**src/rtl/core/cfb_pkg.sv**
```systemverilog
// cfb_pkg: shared types, constants and the crc byte update for the frame builder
// no dependencies; imported by every cfb_* module and the top level
`default_nettype none

package cfb_pkg;

    localparam int LEN_W   = 9;
    localparam int WORD_W  = 16;
    localparam int BYTE_W  = 8;

    localparam logic [LEN_W-1:0]  MAX_PAYLOAD  = 9'd256;
    localparam logic [WORD_W-1:0] LEN_OVERHEAD = 16'd8;
    localparam logic [BYTE_W-1:0] SYNC_HEAD    = 8'hA5;
    localparam logic [BYTE_W-1:0] SYNC_TAIL    = 8'h5A;
    localparam logic [WORD_W-1:0] CRC_INIT     = 16'hFFFF;
    localparam logic [WORD_W-1:0] CRC_POLY     = 16'h1021;

    // job queue between front and back, depth a power of two
    localparam int QDEPTH = 4;
    localparam int QPTR_W = $clog2(QDEPTH);
    localparam int QCNT_W = $clog2(QDEPTH + 1);

    localparam logic [1:0] KIND_ERR = 2'd0;
    localparam logic [1:0] KIND_HDR = 2'd1;
    localparam logic [1:0] KIND_PAY = 2'd2;

    typedef struct packed {
        logic [1:0]        kind;
        logic              close;   // frame tail follows this job
        logic [WORD_W-1:0] flen;
        logic [WORD_W-1:0] seq;
        logic [WORD_W-1:0] cmd;
        logic [BYTE_W-1:0] pbyte;
    } t_job;

    function automatic logic [WORD_W-1:0] crc_byte(input logic [WORD_W-1:0] crc,
                                                   input logic [BYTE_W-1:0] b);
        logic [WORD_W-1:0] c;
        c = crc ^ {b, 8'h00};
        for (int i = 0; i < 8; i++) begin
            if (c[WORD_W-1]) begin
                c = {c[WORD_W-2:0], 1'b0} ^ CRC_POLY;
            end else begin
                c = {c[WORD_W-2:0], 1'b0};
            end
        end
        return c;
    endfunction

endpackage

`default_nettype wire

```
**src/rtl/core/cfb_front.sv**
```systemverilog
// cfb_front: accepts items, tracks the open frame and turns each item into a job
// depends on cfb_pkg
`default_nettype none

module cfb_front (
    input  wire logic                      i_clk,
    input  wire logic                      i_rst_n,
    input  wire logic                      i_accept,
    input  wire logic                      i_op,
    input  wire logic [cfb_pkg::WORD_W-1:0] i_seq_num,
    input  wire logic [cfb_pkg::WORD_W-1:0] i_command,
    input  wire logic [cfb_pkg::LEN_W-1:0]  i_payload_len,
    input  wire logic [cfb_pkg::BYTE_W-1:0] i_payload_byte,
    output cfb_pkg::t_job                  o_job
);
    import cfb_pkg::*;

    logic             r_open, n_open;
    logic [LEN_W-1:0] r_left, n_left;
    t_job             job;

    always_comb begin
        job    = '0;
        n_open = r_open;
        n_left = r_left;
        if (!i_op) begin
            if (r_open || (i_payload_len > MAX_PAYLOAD)) begin
                job.kind = KIND_ERR;
            end else begin
                job.kind  = KIND_HDR;
                job.flen  = {{(WORD_W-LEN_W){1'b0}}, i_payload_len} + LEN_OVERHEAD;
                job.seq   = i_seq_num;
                job.cmd   = i_command;
                job.close = (i_payload_len == '0);
                n_open    = (i_payload_len != '0);
                n_left    = i_payload_len;
            end
        end else begin
            if (!r_open) begin
                job.kind = KIND_ERR;
            end else begin
                job.kind  = KIND_PAY;
                job.pbyte = i_payload_byte;
                job.close = (r_left == LEN_W'(1));
                n_left    = r_left - LEN_W'(1);
                n_open    = (r_left != LEN_W'(1));
            end
        end
    end

    always_ff @(posedge i_clk) begin
        if (!i_rst_n) begin
            r_open <= 1'b0;
            r_left <= '0;
        end else if (i_accept) begin
            r_open <= n_open;
            r_left <= n_left;
        end
    end

    assign o_job = job;

endmodule

`default_nettype wire

```
**src/rtl/core/cfb_queue.sv**
```systemverilog
// cfb_queue: short job queue that decouples the front from the back
// depends on cfb_pkg
`default_nettype none

module cfb_queue (
    input  wire logic    i_clk,
    input  wire logic    i_rst_n,
    input  wire logic    i_push,
    input  wire cfb_pkg::t_job i_job,
    input  wire logic    i_pop,
    output cfb_pkg::t_job o_job,
    output logic         o_valid,
    output logic         o_full
);
    import cfb_pkg::*;

    t_job              r_mem [QDEPTH];
    logic [QPTR_W-1:0] r_wr_ptr;
    logic [QPTR_W-1:0] r_rd_ptr;
    logic [QCNT_W-1:0] r_count;
    logic              do_push;
    logic              do_pop;

    assign o_full  = (r_count == QCNT_W'(QDEPTH));
    assign o_valid = (r_count != '0);
    assign do_push = i_push && !o_full;
    assign do_pop  = i_pop && o_valid;
    assign o_job   = r_mem[r_rd_ptr];

    always_ff @(posedge i_clk) begin
        if (do_push) begin
            r_mem[r_wr_ptr] <= i_job;
        end
    end

    always_ff @(posedge i_clk) begin
        if (!i_rst_n) begin
            r_wr_ptr <= '0;
            r_rd_ptr <= '0;
            r_count  <= '0;
        end else begin
            if (do_push) begin
                r_wr_ptr <= r_wr_ptr + QPTR_W'(1);
            end
            if (do_pop) begin
                r_rd_ptr <= r_rd_ptr + QPTR_W'(1);
            end
            if (do_push && !do_pop) begin
                r_count <= r_count + QCNT_W'(1);
            end else if (do_pop && !do_push) begin
                r_count <= r_count - QCNT_W'(1);
            end
        end
    end

endmodule

`default_nettype wire

```
**src/rtl/core/cfb_back.sv**
```systemverilog
// cfb_back: walks each job byte by byte, keeps the running crc, drives the output register
// depends on cfb_pkg
`default_nettype none

module cfb_back (
    input  wire logic                      i_clk,
    input  wire logic                      i_rst_n,
    input  wire cfb_pkg::t_job             i_job,
    input  wire logic                      i_job_valid,
    output logic                           o_job_done,
    input  wire logic                      i_pop,
    output logic                           o_valid,
    output logic [cfb_pkg::BYTE_W-1:0]     o_byte,
    output logic                           o_frame_end,
    output logic                           o_run_last,
    output logic                           o_error
);
    import cfb_pkg::*;

    // byte positions within a frame
    localparam logic [3:0] POS_HEAD0   = 4'd0;
    localparam logic [3:0] POS_HEAD1   = 4'd1;
    localparam logic [3:0] POS_LEN_HI  = 4'd2;
    localparam logic [3:0] POS_LEN_LO  = 4'd3;
    localparam logic [3:0] POS_SEQ_HI  = 4'd4;
    localparam logic [3:0] POS_SEQ_LO  = 4'd5;
    localparam logic [3:0] POS_CMD_HI  = 4'd6;
    localparam logic [3:0] POS_CMD_LO  = 4'd7;
    localparam logic [3:0] POS_CRC_HI  = 4'd8;
    localparam logic [3:0] POS_CRC_LO  = 4'd9;
    localparam logic [3:0] POS_TAIL0   = 4'd10;
    localparam logic [3:0] POS_TAIL1   = 4'd11;
    localparam logic [3:0] POS_PAYLOAD = 4'd12;
    localparam logic [3:0] POS_ERR     = 4'd13;

    logic [3:0]        r_step;
    logic [WORD_W-1:0] r_crc, n_crc;
    logic              r_valid;
    logic [BYTE_W-1:0] r_byte;
    logic              r_frame_end;
    logic              r_run_last;
    logic              r_error;

    logic [3:0]        pos;
    logic [BYTE_W-1:0] b;
    logic              last;
    logic              advance;

    always_comb begin
        case (i_job.kind)
            KIND_HDR: pos = r_step;
            KIND_PAY: pos = (r_step == '0) ? POS_PAYLOAD : r_step + 4'd7;
            default:  pos = POS_ERR;
        endcase
    end

    always_comb begin
        case (pos)
            POS_HEAD0, POS_HEAD1: b = SYNC_HEAD;
            POS_LEN_HI:           b = i_job.flen[15:8];
            POS_LEN_LO:           b = i_job.flen[7:0];
            POS_SEQ_HI:           b = i_job.seq[15:8];
            POS_SEQ_LO:           b = i_job.seq[7:0];
            POS_CMD_HI:           b = i_job.cmd[15:8];
            POS_CMD_LO:           b = i_job.cmd[7:0];
            POS_CRC_HI:           b = r_crc[15:8];
            POS_CRC_LO:           b = r_crc[7:0];
            POS_TAIL0, POS_TAIL1: b = SYNC_TAIL;
            POS_PAYLOAD:          b = i_job.pbyte;
            default:              b = '0;
        endcase
    end

    always_comb begin
        if (pos == POS_LEN_HI) begin
            n_crc = crc_byte(CRC_INIT, b);
        end else if (pos inside {[POS_LEN_LO:POS_CMD_LO], POS_PAYLOAD}) begin
            n_crc = crc_byte(r_crc, b);
        end else if (pos == POS_TAIL1) begin
            n_crc = CRC_INIT;
        end else begin
            n_crc = r_crc;
        end
    end

    assign last = (pos == POS_ERR) || (pos == POS_TAIL1)
               || (!i_job.close && ((pos == POS_CMD_LO) || (pos == POS_PAYLOAD)));
    assign advance    = i_job_valid && (!r_valid || i_pop);
    assign o_job_done = advance && last;

    always_ff @(posedge i_clk) begin
        if (!i_rst_n) begin
            r_step  <= '0;
            r_crc   <= CRC_INIT;
            r_valid <= 1'b0;
        end else begin
            if (advance) begin
                r_step  <= last ? 4'd0 : r_step + 4'd1;
                r_crc   <= n_crc;
                r_valid <= 1'b1;
            end else if (i_pop) begin
                r_valid <= 1'b0;
            end
        end
    end

    always_ff @(posedge i_clk) begin
        if (advance) begin
            r_byte      <= b;
            r_frame_end <= (pos == POS_TAIL1);
            r_run_last  <= last;
            r_error     <= (pos == POS_ERR);
        end
    end

    assign o_valid     = r_valid;
    assign o_byte      = r_byte;
    assign o_frame_end = r_frame_end;
    assign o_run_last  = r_run_last;
    assign o_error     = r_error;

endmodule

`default_nettype wire

```
**src/rtl/core/crc16_frame_builder_unit.sv**
```systemverilog
// crc16_frame_builder_unit: byte framer with crc-16/ccitt-false, top level
// depends on cfb_pkg, cfb_front, cfb_queue, cfb_back
//
// input side is a queue write port: an item is taken on a clock edge with push high
// and full low. op low is a header item (seq_num, command, payload_len), op high a
// payload byte item. result side is a queue read port: while empty is low the oldest
// frame byte sits on o_out_byte with its flags, and pop takes it.
// a good header gives 8 bytes (a5 a5, length+8, sequence, command), or 12 when the
// payload length is zero; a payload byte gives one byte, or 5 when it is the last one
// (crc high, crc low, 5a 5a). a rejected item gives one byte flagged o_error.
// an item's first byte passes the job queue, then the back-end output register.
// throughput: one output byte per cycle while pop is high, set by the back-end
// sequencer; payload items but the last stream at one per cycle, a header holds
// the back end for its 8 or 12 bytes, and the four-entry job queue lets the input
// side run ahead by that many items. when pop stays low the output register holds,
// the back end stops, and full rises once the job queue fills.
// synchronous reset empties the queue and the output, and closes any open frame.
`default_nettype none

module crc16_frame_builder_unit (
    input  wire logic                      i_clk,
    input  wire logic                      i_rst_n,
    input  wire logic                      push,
    output logic                           full,
    input  wire logic                      i_op,
    input  wire logic [cfb_pkg::WORD_W-1:0] i_seq_num,
    input  wire logic [cfb_pkg::WORD_W-1:0] i_command,
    input  wire logic [cfb_pkg::LEN_W-1:0]  i_payload_len,
    input  wire logic [cfb_pkg::BYTE_W-1:0] i_payload_byte,
    output logic                           empty,
    input  wire logic                      pop,
    output logic [cfb_pkg::BYTE_W-1:0]     o_out_byte,
    output logic                           o_frame_end,
    output logic                           o_run_last,
    output logic                           o_error
);
    import cfb_pkg::*;

    t_job front_job;
    t_job head_job;
    logic accept;
    logic q_full;
    logic q_valid;
    logic job_done;
    logic out_valid;

    assign accept = push && !q_full;
    assign full   = q_full;
    assign empty  = !out_valid;

    cfb_front u_front (
        .i_clk          (i_clk),
        .i_rst_n        (i_rst_n),
        .i_accept       (accept),
        .i_op           (i_op),
        .i_seq_num      (i_seq_num),
        .i_command      (i_command),
        .i_payload_len  (i_payload_len),
        .i_payload_byte (i_payload_byte),
        .o_job          (front_job)
    );

    cfb_queue u_queue (
        .i_clk   (i_clk),
        .i_rst_n (i_rst_n),
        .i_push  (accept),
        .i_job   (front_job),
        .i_pop   (job_done),
        .o_job   (head_job),
        .o_valid (q_valid),
        .o_full  (q_full)
    );

    cfb_back u_back (
        .i_clk       (i_clk),
        .i_rst_n     (i_rst_n),
        .i_job       (head_job),
        .i_job_valid (q_valid),
        .o_job_done  (job_done),
        .i_pop       (pop),
        .o_valid     (out_valid),
        .o_byte      (o_out_byte),
        .o_frame_end (o_frame_end),
        .o_run_last  (o_run_last),
        .o_error     (o_error)
    );

    // a rejected item gives a single zero byte
    a_err_result: assert property (@(posedge i_clk) disable iff (!i_rst_n)
        (!empty && o_error) |-> (o_out_byte == '0 && o_run_last && !o_frame_end))
        else $error("error result malformed");

    // a frame only ends on the last byte of an item
    a_end_last: assert property (@(posedge i_clk) disable iff (!i_rst_n)
        (!empty && o_frame_end) |-> (o_run_last && o_out_byte == SYNC_TAIL))
        else $error("frame end not on final tail byte");

    // reset leaves nothing to read
    a_reset_empty: assert property (@(posedge i_clk)
        !i_rst_n |=> empty)
        else $error("output not empty after reset");

endmodule

`default_nettype wire

```
**config.mk**
```make
export PLATFORM = sky130hd
export DESIGN_NAME = crc16_frame_builder_unit
export DESIGN_NICKNAME = d
export VERILOG_FILES = /design/src/rtl/core/cfb_pkg.sv /design/src/rtl/core/cfb_front.sv /design/src/rtl/core/cfb_queue.sv /design/src/rtl/core/cfb_back.sv /design/src/rtl/core/crc16_frame_builder_unit.sv
export SDC_FILE = /design/constraint.sdc
export NUM_CORES = 1
export LEC_CHECK = 0
export BUFFER_PORTS_ARGS = -buffer_cell sky130_fd_sc_hd__buf_2
export CORE_ASPECT_RATIO = 0.5
export CORE_MARGIN = 10
export CORE_UTILIZATION = 60
export CTS_CLUSTER_SIZE = 10
export DETAILED_ROUTE_END_ITERATION = 16
export HOLD_SLACK_MARGIN = 0.1
export PLACE_DENSITY = 0.82
export SETUP_SLACK_MARGIN = 0.3
export SLEW_MARGIN = 20
export SYNTH_ARGS = -nofsm -noshare
export SYNTH_HDL_FRONTEND = slang
export SYNTH_SLANG_ARGS = --single-unit
```
**constraint.sdc**
```tcl
create_clock -name i_clk -period 6.6 [get_ports i_clk]
set_input_delay 0.99 -clock i_clk [delete_from_list [all_inputs] [get_ports i_clk]]
set_output_delay 0.99 -clock i_clk [all_outputs]
set_load 0.05 [all_outputs]
```
Word level (Yosys, flattened, before mapping)
Memories as Yosys holds them, arrays and structs flattened. A register that Yosys moved wholly into a read port is not among the register bits.
Index checks and enable logic that the tools add are counted.
{"block": "word_totals", "ff_bits": 49, "ram_bits": 236, "out_inout_bits": 13, "latchBits": 0, "mem_count": 1, "rom_bits": 0}
{"block": "op_classes", "shifts": 0, "n_bitwise": 18, "reduce_logical": 33, "eq_ne": 20, "add_sub_neg": 8, "magnitude_cmp": 3, "muxes": 66, "n_mul": 0, "div": 0}
{"name": "u_queue.r_mem", "words": 4, "width": 59, "rd": 1, "rd_clocked_by_memory_dff": 1, "write_ports": 1, "line": "cfb_queue.sv:17", "source": "t_job r_mem [QDEPTH];"}
{"cell": "16-bit 2-to-1 mux", "n": 24}
{"cell": "13-bit 2-to-1 mux", "n": 16}
{"cell": "8-bit one-hot mux with 11 select lines", "n": 1}
{"cell": "49-bit 2-to-1 mux", "n": 1}
{"cell": "48-bit 2-to-1 mux", "n": 1}
{"cell": "3-bit inverter", "n": 16}
{"cell": "9-bit 2-to-1 mux", "n": 3}
{"cell": "4-bit equality test, second input constant", "n": 6}
{"cell": "4-bit by 3-bit equality test with 1-bit output, second input constant", "n": 4}
{"cell": "8-bit 2-to-1 mux", "n": 2}
{"cell": "16-bit inverter", "n": 1}
{"cell": "16-bit XOR", "n": 1}
{"cell": "9-bit by 4-bit adder with 10-bit output, second input constant", "n": 1}
{"cell": "9-bit by 1-bit equality test with 1-bit output, second input constant", "n": 1}
{"cell": "9-bit greater-than comparator, second input constant", "n": 1}
{"cell": "1-bit logical AND", "n": 9}
{"cell": "9-bit logical NOT", "n": 1}
{"cell": "1-bit 2-to-1 mux", "n": 9}
{"cell": "3-bit 2-to-1 mux", "n": 3}
{"cell": "9-bit by 1-bit != test with 1-bit output, second input constant", "n": 1}
{"cell": "9-bit nonzero test", "n": 1}
{"cell": "9-bit by 1-bit subtractor with 9-bit output, second input constant", "n": 1}
{"cell": "4-bit by 2-bit equality test with 1-bit output, second input constant", "n": 2}
{"cell": "4-bit logical NOT", "n": 2}
{"cell": "other kinds (23)", "n": 40}

Longest topological paths before layout
Gate-level depths: netlist of run 1.
{"block": "depth", "depth_word": 39, "depth_mapped": 21, "depth_no_buf": 16}

By module
From an unflattened synthesis of run 1, not the netlist that was laid out.
{"block": "unflattened", "cells_unflattened": 858, "area_unflattened_um2": 13053.8}
{"module": "cfb_queue", "instances": 1, "cells_per_inst": 357, "area_each_um2": 8999.9, "seq_area_each_um2": 7267.0}
{"module": "cfb_back", "instances": 1, "cells_per_inst": 330, "area_each_um2": 2839.0, "seq_area_each_um2": 750.7}
{"module": "cfb_front", "instances": 1, "cells_per_inst": 169, "area_each_um2": 1197.4, "seq_area_each_um2": 200.2}
{"module": "crc16_frame_builder_unit", "instances": 1, "cells_per_inst": 2, "area_each_um2": 17.5, "seq_area_each_um2": 0.0}

Least setup slack after synthesis of run 1
Ideal clock, no wire load.
{"block": "synth_timing", "path_kind": "register -> register", "startpoint": "reg (tool-made name)", "endpoint": "reg u_queue.r_count[2]", "setup_slack_ns": 1.938, "stages_incl_launch_ff": 19, "n_path_buf": 4, "period_less_slack_ns": 4.662, "t_required_ns": 6.529, "arrival_ns": 4.592, "path_cell_list": "dfxtp_1 > buf_2 > buf_2 > buf_2 > mux4_2 > ha_1 > or2b_1 > o21ai_1 > clkbuf_1 > a211oi_1 > a311oi_1 > o21ai_0 > nand2_1 > ha_1 > inv_1 > fa_1 > xor2_1 > or3_1 > a21oi_1"}
{"element": "end signal, assigned", "line": "cfb_queue.sv:49", "source": "r_count <= r_count + QCNT_W'(1);"}
{"element": "end signal, assigned", "line": "cfb_queue.sv:51", "source": "r_count <= r_count - QCNT_W'(1);"}
{"element": "end, declared", "line": "cfb_queue.sv:20", "source": "logic [QCNT_W-1:0] r_count;"}

==> metrics, run 1 <==
initial antenna violation count=2; die area=25960 um2; Post-CTS Hold Buffers=0; CTS tree=built; Setup crit end kind=register; worst r2r path cells=11; post-layout min period=5.167 ns; routed vias/inst=6.402; Max-slew headroom=0.3512; top-area cell type share of the netlist area=0.5690; PortBufs=66; Initial Util=0.6076; clk buf depth=3; DRT iter0 DRCs=970; vias in the first global route=7221; maximum VDD drop=0.0002792 V; Crit Path Class=reg2reg; Sw Ratio=0.3740; leading cell type in the layout, fill and taps excluded=edfxtp_1; hold path start=u_back.o_valid; Worst setup SP type=register; Lkg Pwr=4.677 nW; DRC violation count after routing=0; worst clock skew=0.02523 ns; Hold Path Depth=2; core region area=19370 um2; CTS Sinks=263; Vert. Die Dim=119.0 um; Routed WL per cell=25.13 um; max-cap viol count=0; outcome=finished, final reports clean; Setup-failing EPs final=0; power density over the cells=463.1 nW/um2; predominant post-synthesis flop cell=edfxtp_1; largest area contributor in the netlist=edfxtp_1; most frequent cells in the layout=223 x edfxtp_1, 66 x buf_2, 53 x mux4_2, 46 x nor2_1, 40 x and2_1; flops & latches, synth=263; largest net degree at the start of global routing=54; grt ovf=0; final worst slack=1.433 ns; TNS Setup=0 ns; Row Count=36; Final Cycle Share=0.7829; Post-synth EDFFs=223; hold worst-path end=u_back.o_valid; drt pass-1 iters=5; io pins=67; sequential fraction of the synthesis area=0.6370; clk slew on worst S/H paths=0.06 ns; Internal Power=0.003816 W; Max Freq=0.1935 GHz; final WL=28880 um; sw power=0.002280 W; Worst R2R End=u_back.r_crc[7]; cells after synthesis=799; Flop pwr share=0.371; Syn. warnings=0; Detail Route Antenna Nets=0; Cell Area, Synth=11770 um2; Clk pwr share=0.236; Root Buffer=clkbuf_16; first-pass GRT wire length=43840 um; Synth-to-Final Area Change=11.83%; worst-margin pin slew=0.9674 ns; Worst-Skew Late Latency=0.58 ns; GPL Wtd Cong=0.9748; Comb pwr share=0.394; count of pins over their slew limit=0; total setup buffers inserted after CTS=0; CTS Buf Count=30; synth unique cells=82; GRT Util Overall=0.2200; layout net count=939; CP Max Fanout=21; top cells by area, synth=edfxtp_1 57%, mux4_2 10%, dfxtp_1 6.8%; pre-CTS WS=1.656 ns; post-CTS resize count=0; via count=7356; WP data required=7.06 ns; htree depth=1; Hold WC Path Type=reg2reg; critical path arrival=5.63 ns; die width=218.1 um; RSZ-0062 raised after global routing=false; Worst R2R Setup Slack=1.43 ns; average cell area after synthesis=14.73 um2; layout cell share with drive strength beyond 1=0.2191; detailed placement HPWL=18550 um; ys async rst share=0; Final Hold Vio Count=0
==> power groups by stage <==
| stage | clock network [W] | registers, W | logic [W] |
|---|---|---|---|
| final | 0.00144 | 0.00226 | 0.00240 |
| after global routing | 0.00152 | 0.00229 | 0.00256 |
| after CTS | 0.00146 | 0.00226 | 0.00236 |
| after detailed placement | 0 | 0.00228 | 0.00234 |
| after global placement | 0 | 0.00227 | 0.00231 |
| after floorplan | 0 | 0.00233 | 0.00166 |
==> kinds of logic after synthesis <==
logic type,share of synthesized area
DFF,0.6370
muxes,0.1140
buffers and inverters,0.02892
adders and majority gates,0.01446
other,0.0003186
AOI/OAI and AO/OA,0.07240
xor gates and xnor gates,0.02552
and+or+nand+nor,0.1074
==> worst max path at each step <==
stage,startpoint,endpoint,slack (ns),cells after the start
after floorplan,register,u_queue.r_count[2],1.94,18
after global placement,register,u_back.r_crc[7],1.70,11
after detailed placement,register,u_back.r_crc[7],1.66,11
after CTS,register,u_back.r_crc[7],1.58,11
after global routing,register,u_back.r_crc[7],1.19,11
final,register,u_back.r_crc[7],1.43,11
==> registers in the layout, summed over array words and instances (netlist names), named ones only <==
signal,cells
u_front.r_open,1
u_queue.r_wr_ptr,2
u_back.o_frame_end,1
u_back.o_run_last,1
u_back.r_step,4
u_queue.r_rd_ptr,2
u_queue.r_count,3
u_back.o_valid,1
u_back.o_error,1
u_back.r_crc,16
u_queue.r_mem,212
u_back.o_byte,8
u_front.r_left,9
==> metal layers <==
metal  wire, um  GRT usage
met1      12910     0.3264
met4        779    0.07245
met3       2801    0.05887
met5         14          0
met2      12370     0.3079
==> area by class of cell <==
class                      instances  area (um2)
sequential                       263        7502
multi-input combinational        469        3970
clock inverter                     2       37.54
clock buffer                      39       784.5
fill                            1342        6207
inverter                          31       116.4
timing repair buffer              77       412.9
antenna                            2       5.005
tap                              266       332.8
==> worst max-delay path, cell delays in order, from the launching register on <==
cell and delay, ns:
dfxtp_4 0.62, mux4_2 0.58, ha_1 0.67, nand3b_1 0.24, o31a_1 0.59, nor2_2 0.17, o2bb2ai_1 0.18, a2111oi_1 0.92
xnor2_1 0.30, xor3_1 0.34, and4_1 0.22, a311oi_1 0.23
==> stage by stage <==
stage | hold WS [ns] | total power (W) | std cells | util | instance area (um2)
final | 0.4898 | 0.006095 | 1149 | 0.6795 | 13160
after global placement | 0.4661 | 0.004578 | 1106 | 0.6368 | 12330
after detailed placement | 0.4789 | 0.004625 | 1106 | 0.6368 | 12330
after CTS | 0.4879 | 0.006081 | 1147 | 0.6793 | 13160
after floorplan | 0.4453 | 0.003981 | 802 | - | 11780
after global routing | 0.5413 | 0.006361 | 1147 | 0.6793 | 13160
==> cells in the mapped netlist (12+ instances only) <==
| master | count |
|---|---|
| nand4_1 | 12 |
| nand3_1 | 27 |
| mux4_2 | 53 |
| and2_1 | 44 |
| clkbuf_1 | 22 |
| o21ai_0 | 23 |
| xor2_1 | 13 |
| dfxtp_1 | 40 |
| ha_1 | 12 |
| edfxtp_1 | 223 |
| inv_1 | 30 |
| nor2_1 | 46 |
| a21oi_1 | 29 |
| nand2_1 | 37 |
| and3_1 | 15 |
(Power assumes the default switching activity.)
==> inputs of run 2 (changes only) <==
--- a/config.mk
+++ b/config.mk
@@ -8,11 +8,11 @@
 export BUFFER_PORTS_ARGS = -buffer_cell sky130_fd_sc_hd__buf_2
 export CORE_ASPECT_RATIO = 0.5
 export CORE_MARGIN = 10
-export CORE_UTILIZATION = 60
+export CORE_UTILIZATION = 55
 export CTS_CLUSTER_SIZE = 10
 export DETAILED_ROUTE_END_ITERATION = 16
 export HOLD_SLACK_MARGIN = 0.1
-export PLACE_DENSITY = 0.82
+export PLACE_DENSITY = 0.79
 export SETUP_SLACK_MARGIN = 0.3
 export SLEW_MARGIN = 20
 export SYNTH_ARGS = -nofsm -noshare
==> constraint.sdc (replaced) <==
create_clock -name i_clk -period 4.25 [get_ports i_clk]
set_input_delay 0.6375 -clock i_clk [delete_from_list [all_inputs] [get_ports i_clk]]
set_output_delay 0.6375 -clock i_clk [all_outputs]
set_load 0.05 [all_outputs]
==> run 2 against run 1 <==
  * Sequential share of layout area down 2.3 points
  * Register-to-register slack lost 1.0 ns
  * Worst setup slack lost 1.0 ns
  * Non-clock buffer count grew 38
  * Hold slack got worse by 0.11 ns
  * Via count up 3.1%
  * Final cell count up 4.9%
  * Power is 68% higher
  * Utilization decreased by 2.0 points
  * Largest power group unchanged
  * Highest routed layer is now met4
==> metrics, run 2 (synthesis gave the netlist of run 1 again) <==
biggest regs=u_queue.r_mem x212, u_back.r_crc x16, u_front.r_left x9; vias in the first global route=7233; Initial Util=0.5662; WP data required=4.68 ns; htree depth=1; worst clock skew=0.03803 ns; Crit Path Class=reg2reg; final core area utilization=0.6594; layout net count=977; CTS Buf Count=30; critical path arrival=4.29 ns; layout cell share with drive strength beyond 1=0.2758; first-pass GRT wire length=44750 um; number of flip-flops in the largest register=212; Worst setup SP type=register; Final Hold Vio Count=0; Lkg Pwr=4.952 nW; Row Count=37; DRC violation count after routing=0; final WL=29910 um; DRT iter0 DRCs=782; GRT Util Overall=0.2138; Max Freq=0.2590 GHz; Final Cycle Share=0.9086; Hold WC Path Type=in2reg; slowest stage cell, crit path=or4_4; most frequent cells in the layout=223 x edfxtp_1, 67 x buf_2, 53 x mux4_2, 47 x buf_4, 45 x nor2_1; RSZ-0062 raised after global routing=true; crit path cell chain=mux4_2 -> ha_2 -> mux2_2 -> a21oi_4 -> nor2_2 -> a222oi_1 -> nor2_1 -> or4_4 -> xor3_2 -> nor4bb_1 -> nor3_1; drt pass-1 iters=5; Most flops, register=u_queue.r_mem; PortBufs=66; detailed placement HPWL=20240 um; largest net degree at the start of global routing=54; leading cell type in the layout, fill and taps excluded=edfxtp_1; Root Buffer=clkbuf_16; CP Max Fanout=9; Synth-to-Final Area Change=16.46%; Vert. Die Dim=123.4 um; Max-slew headroom=0.4124; io pins=67; max-cap viol count=0; initial antenna violation count=1; Detail Route Antenna Nets=0; routed vias/inst=6.295; count of pins over their slew limit=0; worst-margin pin slew=0.8755 ns; Worst R2R Setup Slack=0.39 ns; maximum VDD drop=0.0003849 V; Setup crit end kind=register; TNS Setup=0 ns; core region area=20790 um2; post-layout min period=3.862 ns; grt ovf=0; Setup-failing EPs final=0; power density over the cells=748.8 nW/um2; fill count=1451; CTS tree=built; die area=28000 um2; Routed WL per cell=24.82 um; ANT cells=0; CTS Sinks=263; critical path's largest stage delay=0.57 ns; clk buf depth=3; GPL Wtd Cong=0.9674; via count=7586; clk slew on worst S/H paths=0.06 ns; outcome=finished, final reports clean; Worst-Skew Late Latency=0.57 ns; die width=226.9 um; Post-CTS Hold Buffers=0
[run 2: cell count changes in the layout (fill, tap and decap cells not counted), moves of 3 or more]
cell,change
o21ai_1,+3
o21ai_0,-5
xor3_2,+3
xor3_1,-3
buf_4,+36
ha_1,-3
clkbuf_1,+12
[run 2: final cells by class]
cell class | count | area [um2] | area share
clock buffer | 52 | 843.3 | 0.06153
tap | 273 | 341.6 | 0.02492
multi-input combinational | 469 | 4156 | 0.3033
inverter | 31 | 116.4 | 0.008490
sequential | 263 | 7502 | 0.5474
timing repair buffer | 115 | 708.2 | 0.05167
clock inverter | 2 | 37.54 | 0.002739
[run 2: path summary, 6_finish.rpt]
check,from,end,cells past startpoint
worst max-delay path,register,u_back.r_crc[13],11
worst min-delay path,pop,u_back.o_valid,4
worst max register to register,register,u_back.r_crc[13],11
worst min register to register,u_back.o_valid,u_back.o_valid,2
[run 2: through the flow]
step           hold WS (ns)  worst slack, ns  instance area, um2  std cells  total power (W)
6_report             0.3765           0.3883               13710       1205          0.01026
3_3_place_gp         0.4696           0.1652               12590       1142         0.007451
5_1_grt              0.3825           0.2331               13710       1205          0.01070
4_1_cts              0.3703           0.3630               13510       1197         0.009891
2_1_floorplan        0.4453           0.2662               11860        802         0.006265
3_5_place_dp         0.4797           0.1703               12590       1142         0.007528
[run 2: where the power goes]
group	internal (W)	switching, W	total (W)
Clock	0.00134	0.000986	0.00232
Sequential	0.00327	0.000176	0.00344
Combinational	0.00183	0.00267	0.00450
Total	0.00643	0.00383	0.0103
[run 2: routing by layer]
layer / routed length [um] / global-route usage
met5: 0 / 0
met1: 13370 / 0.3198
met3: 2869 / 0.05318
met2: 13040 / 0.3088
met4: 628 / 0.04998
[run 2: what timing repair did]
| action | 4_1_cts | 5_1_grt |
|---|---|---|
| gates resized for setup | 5 | 30 |
| pin swaps | 2 | 10 |
| cloned | 0 | 0 |
| setup endpoints to repair | 6 | 13 |
| setup buffers | 1 | 8 |
[run 2: critical path, delay by kind of cell (launching register included)]
kind / cells / cell delay (ns)
and+or+nand+nor: 5 / 1.11
muxes: 2 / 0.86
AOI/OAI and AO/OA: 2 / 0.83
DFF: 1 / 0.37
xor gates and xnor gates: 1 / 0.29
adders and majority gates: 1 / 0.25
==> inputs of run 3 (changes only) <==
--- a/config.mk
+++ b/config.mk
@@ -8,11 +8,11 @@
 export BUFFER_PORTS_ARGS = -buffer_cell sky130_fd_sc_hd__buf_2
 export CORE_ASPECT_RATIO = 0.5
 export CORE_MARGIN = 10
-export CORE_UTILIZATION = 55
+export CORE_UTILIZATION = 60
 export CTS_CLUSTER_SIZE = 10
 export DETAILED_ROUTE_END_ITERATION = 16
 export HOLD_SLACK_MARGIN = 0.1
-export PLACE_DENSITY = 0.79
+export PLACE_DENSITY = 0.82
 export SETUP_SLACK_MARGIN = 0.3
 export SLEW_MARGIN = 20
 export SYNTH_ARGS = -nofsm -noshare
==> constraint.sdc (replaced) <==
create_clock -name i_clk -period 3.6 [get_ports i_clk]
set_input_delay 0.54 -clock i_clk [delete_from_list [all_inputs] [get_ports i_clk]]
set_output_delay 0.54 -clock i_clk [all_outputs]
set_load 0.05 [all_outputs]
==> run 3 against run 2 <==
  * The flow now finishes with violations (setup timing)
  * Sequential share of layout area is 4.3 points lower
  * Maximum frequency is 2.3% higher
  * Utilization rose by 11 points
  * Sequential power grew 19%
  * Combinational power increased by 64%
  * Worst setup slack lost 0.56 ns
  * Clock-buffer cell count fell by 15
  * Global-route usage rose by 2.8 points
  * Critical path depth increased by 2
  * Critical endpoint is now u_back.r_crc[6]
  * Highest routed layer unchanged
==> metrics, run 3 (synthesis gave the netlist of run 1 again) <==
fill count=1116; Max Freq=0.2648 GHz; Final Hold Vio Count=0; final worst slack=-0.1767 ns; WP data required=4.07 ns; die width=218.1 um; Crit Path Class=reg2reg; CTS tree=built; die area=25960 um2; leading cell type in the layout, fill and taps excluded=edfxtp_1; clk slew on worst S/H paths=0.06 ns; detailed placement HPWL=20920 um; first-pass GRT wire length=48320 um; RSZ-0062 raised after global routing=true; biggest regs=u_queue.r_mem x212, u_back.r_crc x16, u_front.r_left x9; maximum VDD drop=0.0005918 V; CTS Sinks=263; Cells after DPL=1187; Worst path top cell family by delay=simple AND/OR/NAND/NOR gates; clk buf depth=3; largest net degree at the start of global routing=54; io pins=67; ANT cells=0; Root Buffer=clkbuf_16; most frequent cells in the layout=223 x edfxtp_1, 112 x buf_4, 66 x buf_2, 53 x mux4_2; Detail Route Antenna Nets=0; Setup-failing EPs final=15; Routed WL per cell=25.47 um; count of pins over their slew limit=0; Synth-to-Final Area Change=26.43%; post-layout min period=3.777 ns; core region area=19370 um2; Hold WC Path Type=in2reg; layout cell share with drive strength beyond 1=0.4002; critical path's largest stage delay=0.56 ns; Fin Hold WS=0.2821 ns; Initial Util=0.6076; via count=8056; PortBufs=66; CP Buf/Inv Count=3; failing checks=setup timing; GPL Wtd Cong=0.9415; initial antenna violation count=1; Non-Filler Instances=1278; crit path cell chain=mux4_2 -> ha_4 -> buf_6 -> inv_4 -> o211ai_1 -> buf_4 -> nor2_4 -> a222oi_1 -> nor2_1 -> or4_4 -> xor3_2 -> and4b_1 -> nor3_1; routed vias/inst=6.304; Vert. Die Dim=119.0 um; layout net count=1072; Final Cycle Share=1.049; worst clock skew=0.03117 ns; Worst setup SP type=register; Worst-Skew Late Latency=0.58 ns; Row Count=36; number of flip-flops in the largest register=212; Post-CTS Hold Buffers=0; DRT iter0 DRCs=964; worst-margin pin slew=0.8009 ns; Lkg Pwr=5.508 nW; slowest stage cell, crit path=a222oi_1; outcome=finished, violations left; final WL=32560 um; drt pass-1 iters=6; max-cap viol count=0; Setup crit end kind=register; vias in the first global route=7974; grt ovf=0; critical path arrival=4.25 ns; Max-slew headroom=0.4653; CTS Buf Count=30; htree depth=1; power density over the cells=947.5 nW/um2; Most flops, register=u_queue.r_mem; DRC violation count after routing=0; CP Max Fanout=5; Tot Pwr=0.01410 W; GRT Util Overall=0.2423
==> run 3: cell count changes in the layout (fill, tap and decap cells not counted), sizes merged <==
cell	change
clkinvlp	-1
clkbuf	-15
inv	+1
buf	+95
==> run 3: power by group <==
group	switching (W)	internal (W)	total (W)
logic	0.00384	0.00353	0.00737
clock network	0.00115	0.00150	0.00265
registers	0.000230	0.00385	0.00408
==> run 3: layout make-up <==
type	count	area, um2	share of cell area
tap	266	332.8	0.02237
timing repair buffer	210	1575	0.1059
inverter	31	118.9	0.007989
sequential	263	7502	0.5042
clock buffer	37	777.0	0.05222
multi-input combinational	469	4534	0.3047
clock inverter	2	38.79	0.002607
==> run 3: per-stage QoR <==
stage | utilization | worst slack (ns) | setup TNS (ns) | instance area, um2
after floorplan | - | -0.2516 | -1.419 | 12000
after global placement | 0.6775 | -0.6636 | -5.430 | 13120
after detailed placement | 0.6775 | -0.6902 | -6.073 | 13120
after CTS | 0.7457 | -0.07594 | -0.2743 | 14440
after global routing | 0.7682 | -0.3021 | -3.406 | 14880
final | 0.7682 | -0.1767 | -1.421 | 14880
==> run 3: worst paths after layout <==
kind | start | endpoint | slack [ns] | cells after the start
max | u_queue.r_mem[2][58] | u_back.r_crc[6] | -0.18 | 13
min | pop | u_back.o_valid | 0.28 | 4
max reg2reg | u_queue.r_mem[2][58] | u_back.r_crc[6] | -0.18 | 13
min reg2reg | u_back.o_valid | u_back.o_valid | 0.49 | 2
==> run 3: worst register-to-register path: cells and delay by family (launching register included) <==
family / cells / cell delay [ns]
adders and majority gates: 1 / 0.32
buffers and inverters: 3 / 0.39
AOI/OAI and AO/OA: 2 / 0.63
xor gates and xnor gates: 1 / 0.30
and+or+nand+nor: 5 / 1.10
muxes: 1 / 0.55
DFF: 1 / 0.40
==> run 3: what timing repair did <==
action                                  CTS  global route
endpoints found under the setup margin   23            28
endpoints found under the hold margin     0             0
setup buffers                            30            22
resized for setup                        63            53
pin swaps                                33            29
==> run 3: per-layer routing <==
layer,vias up,GRT usage,part of all wire
met5,-,0,0
met4,0,0.06511,0.025
met3,85,0.07630,0.11
met2,464,0.3610,0.45
met1,3994,0.3389,0.42
li1,3513,-,-
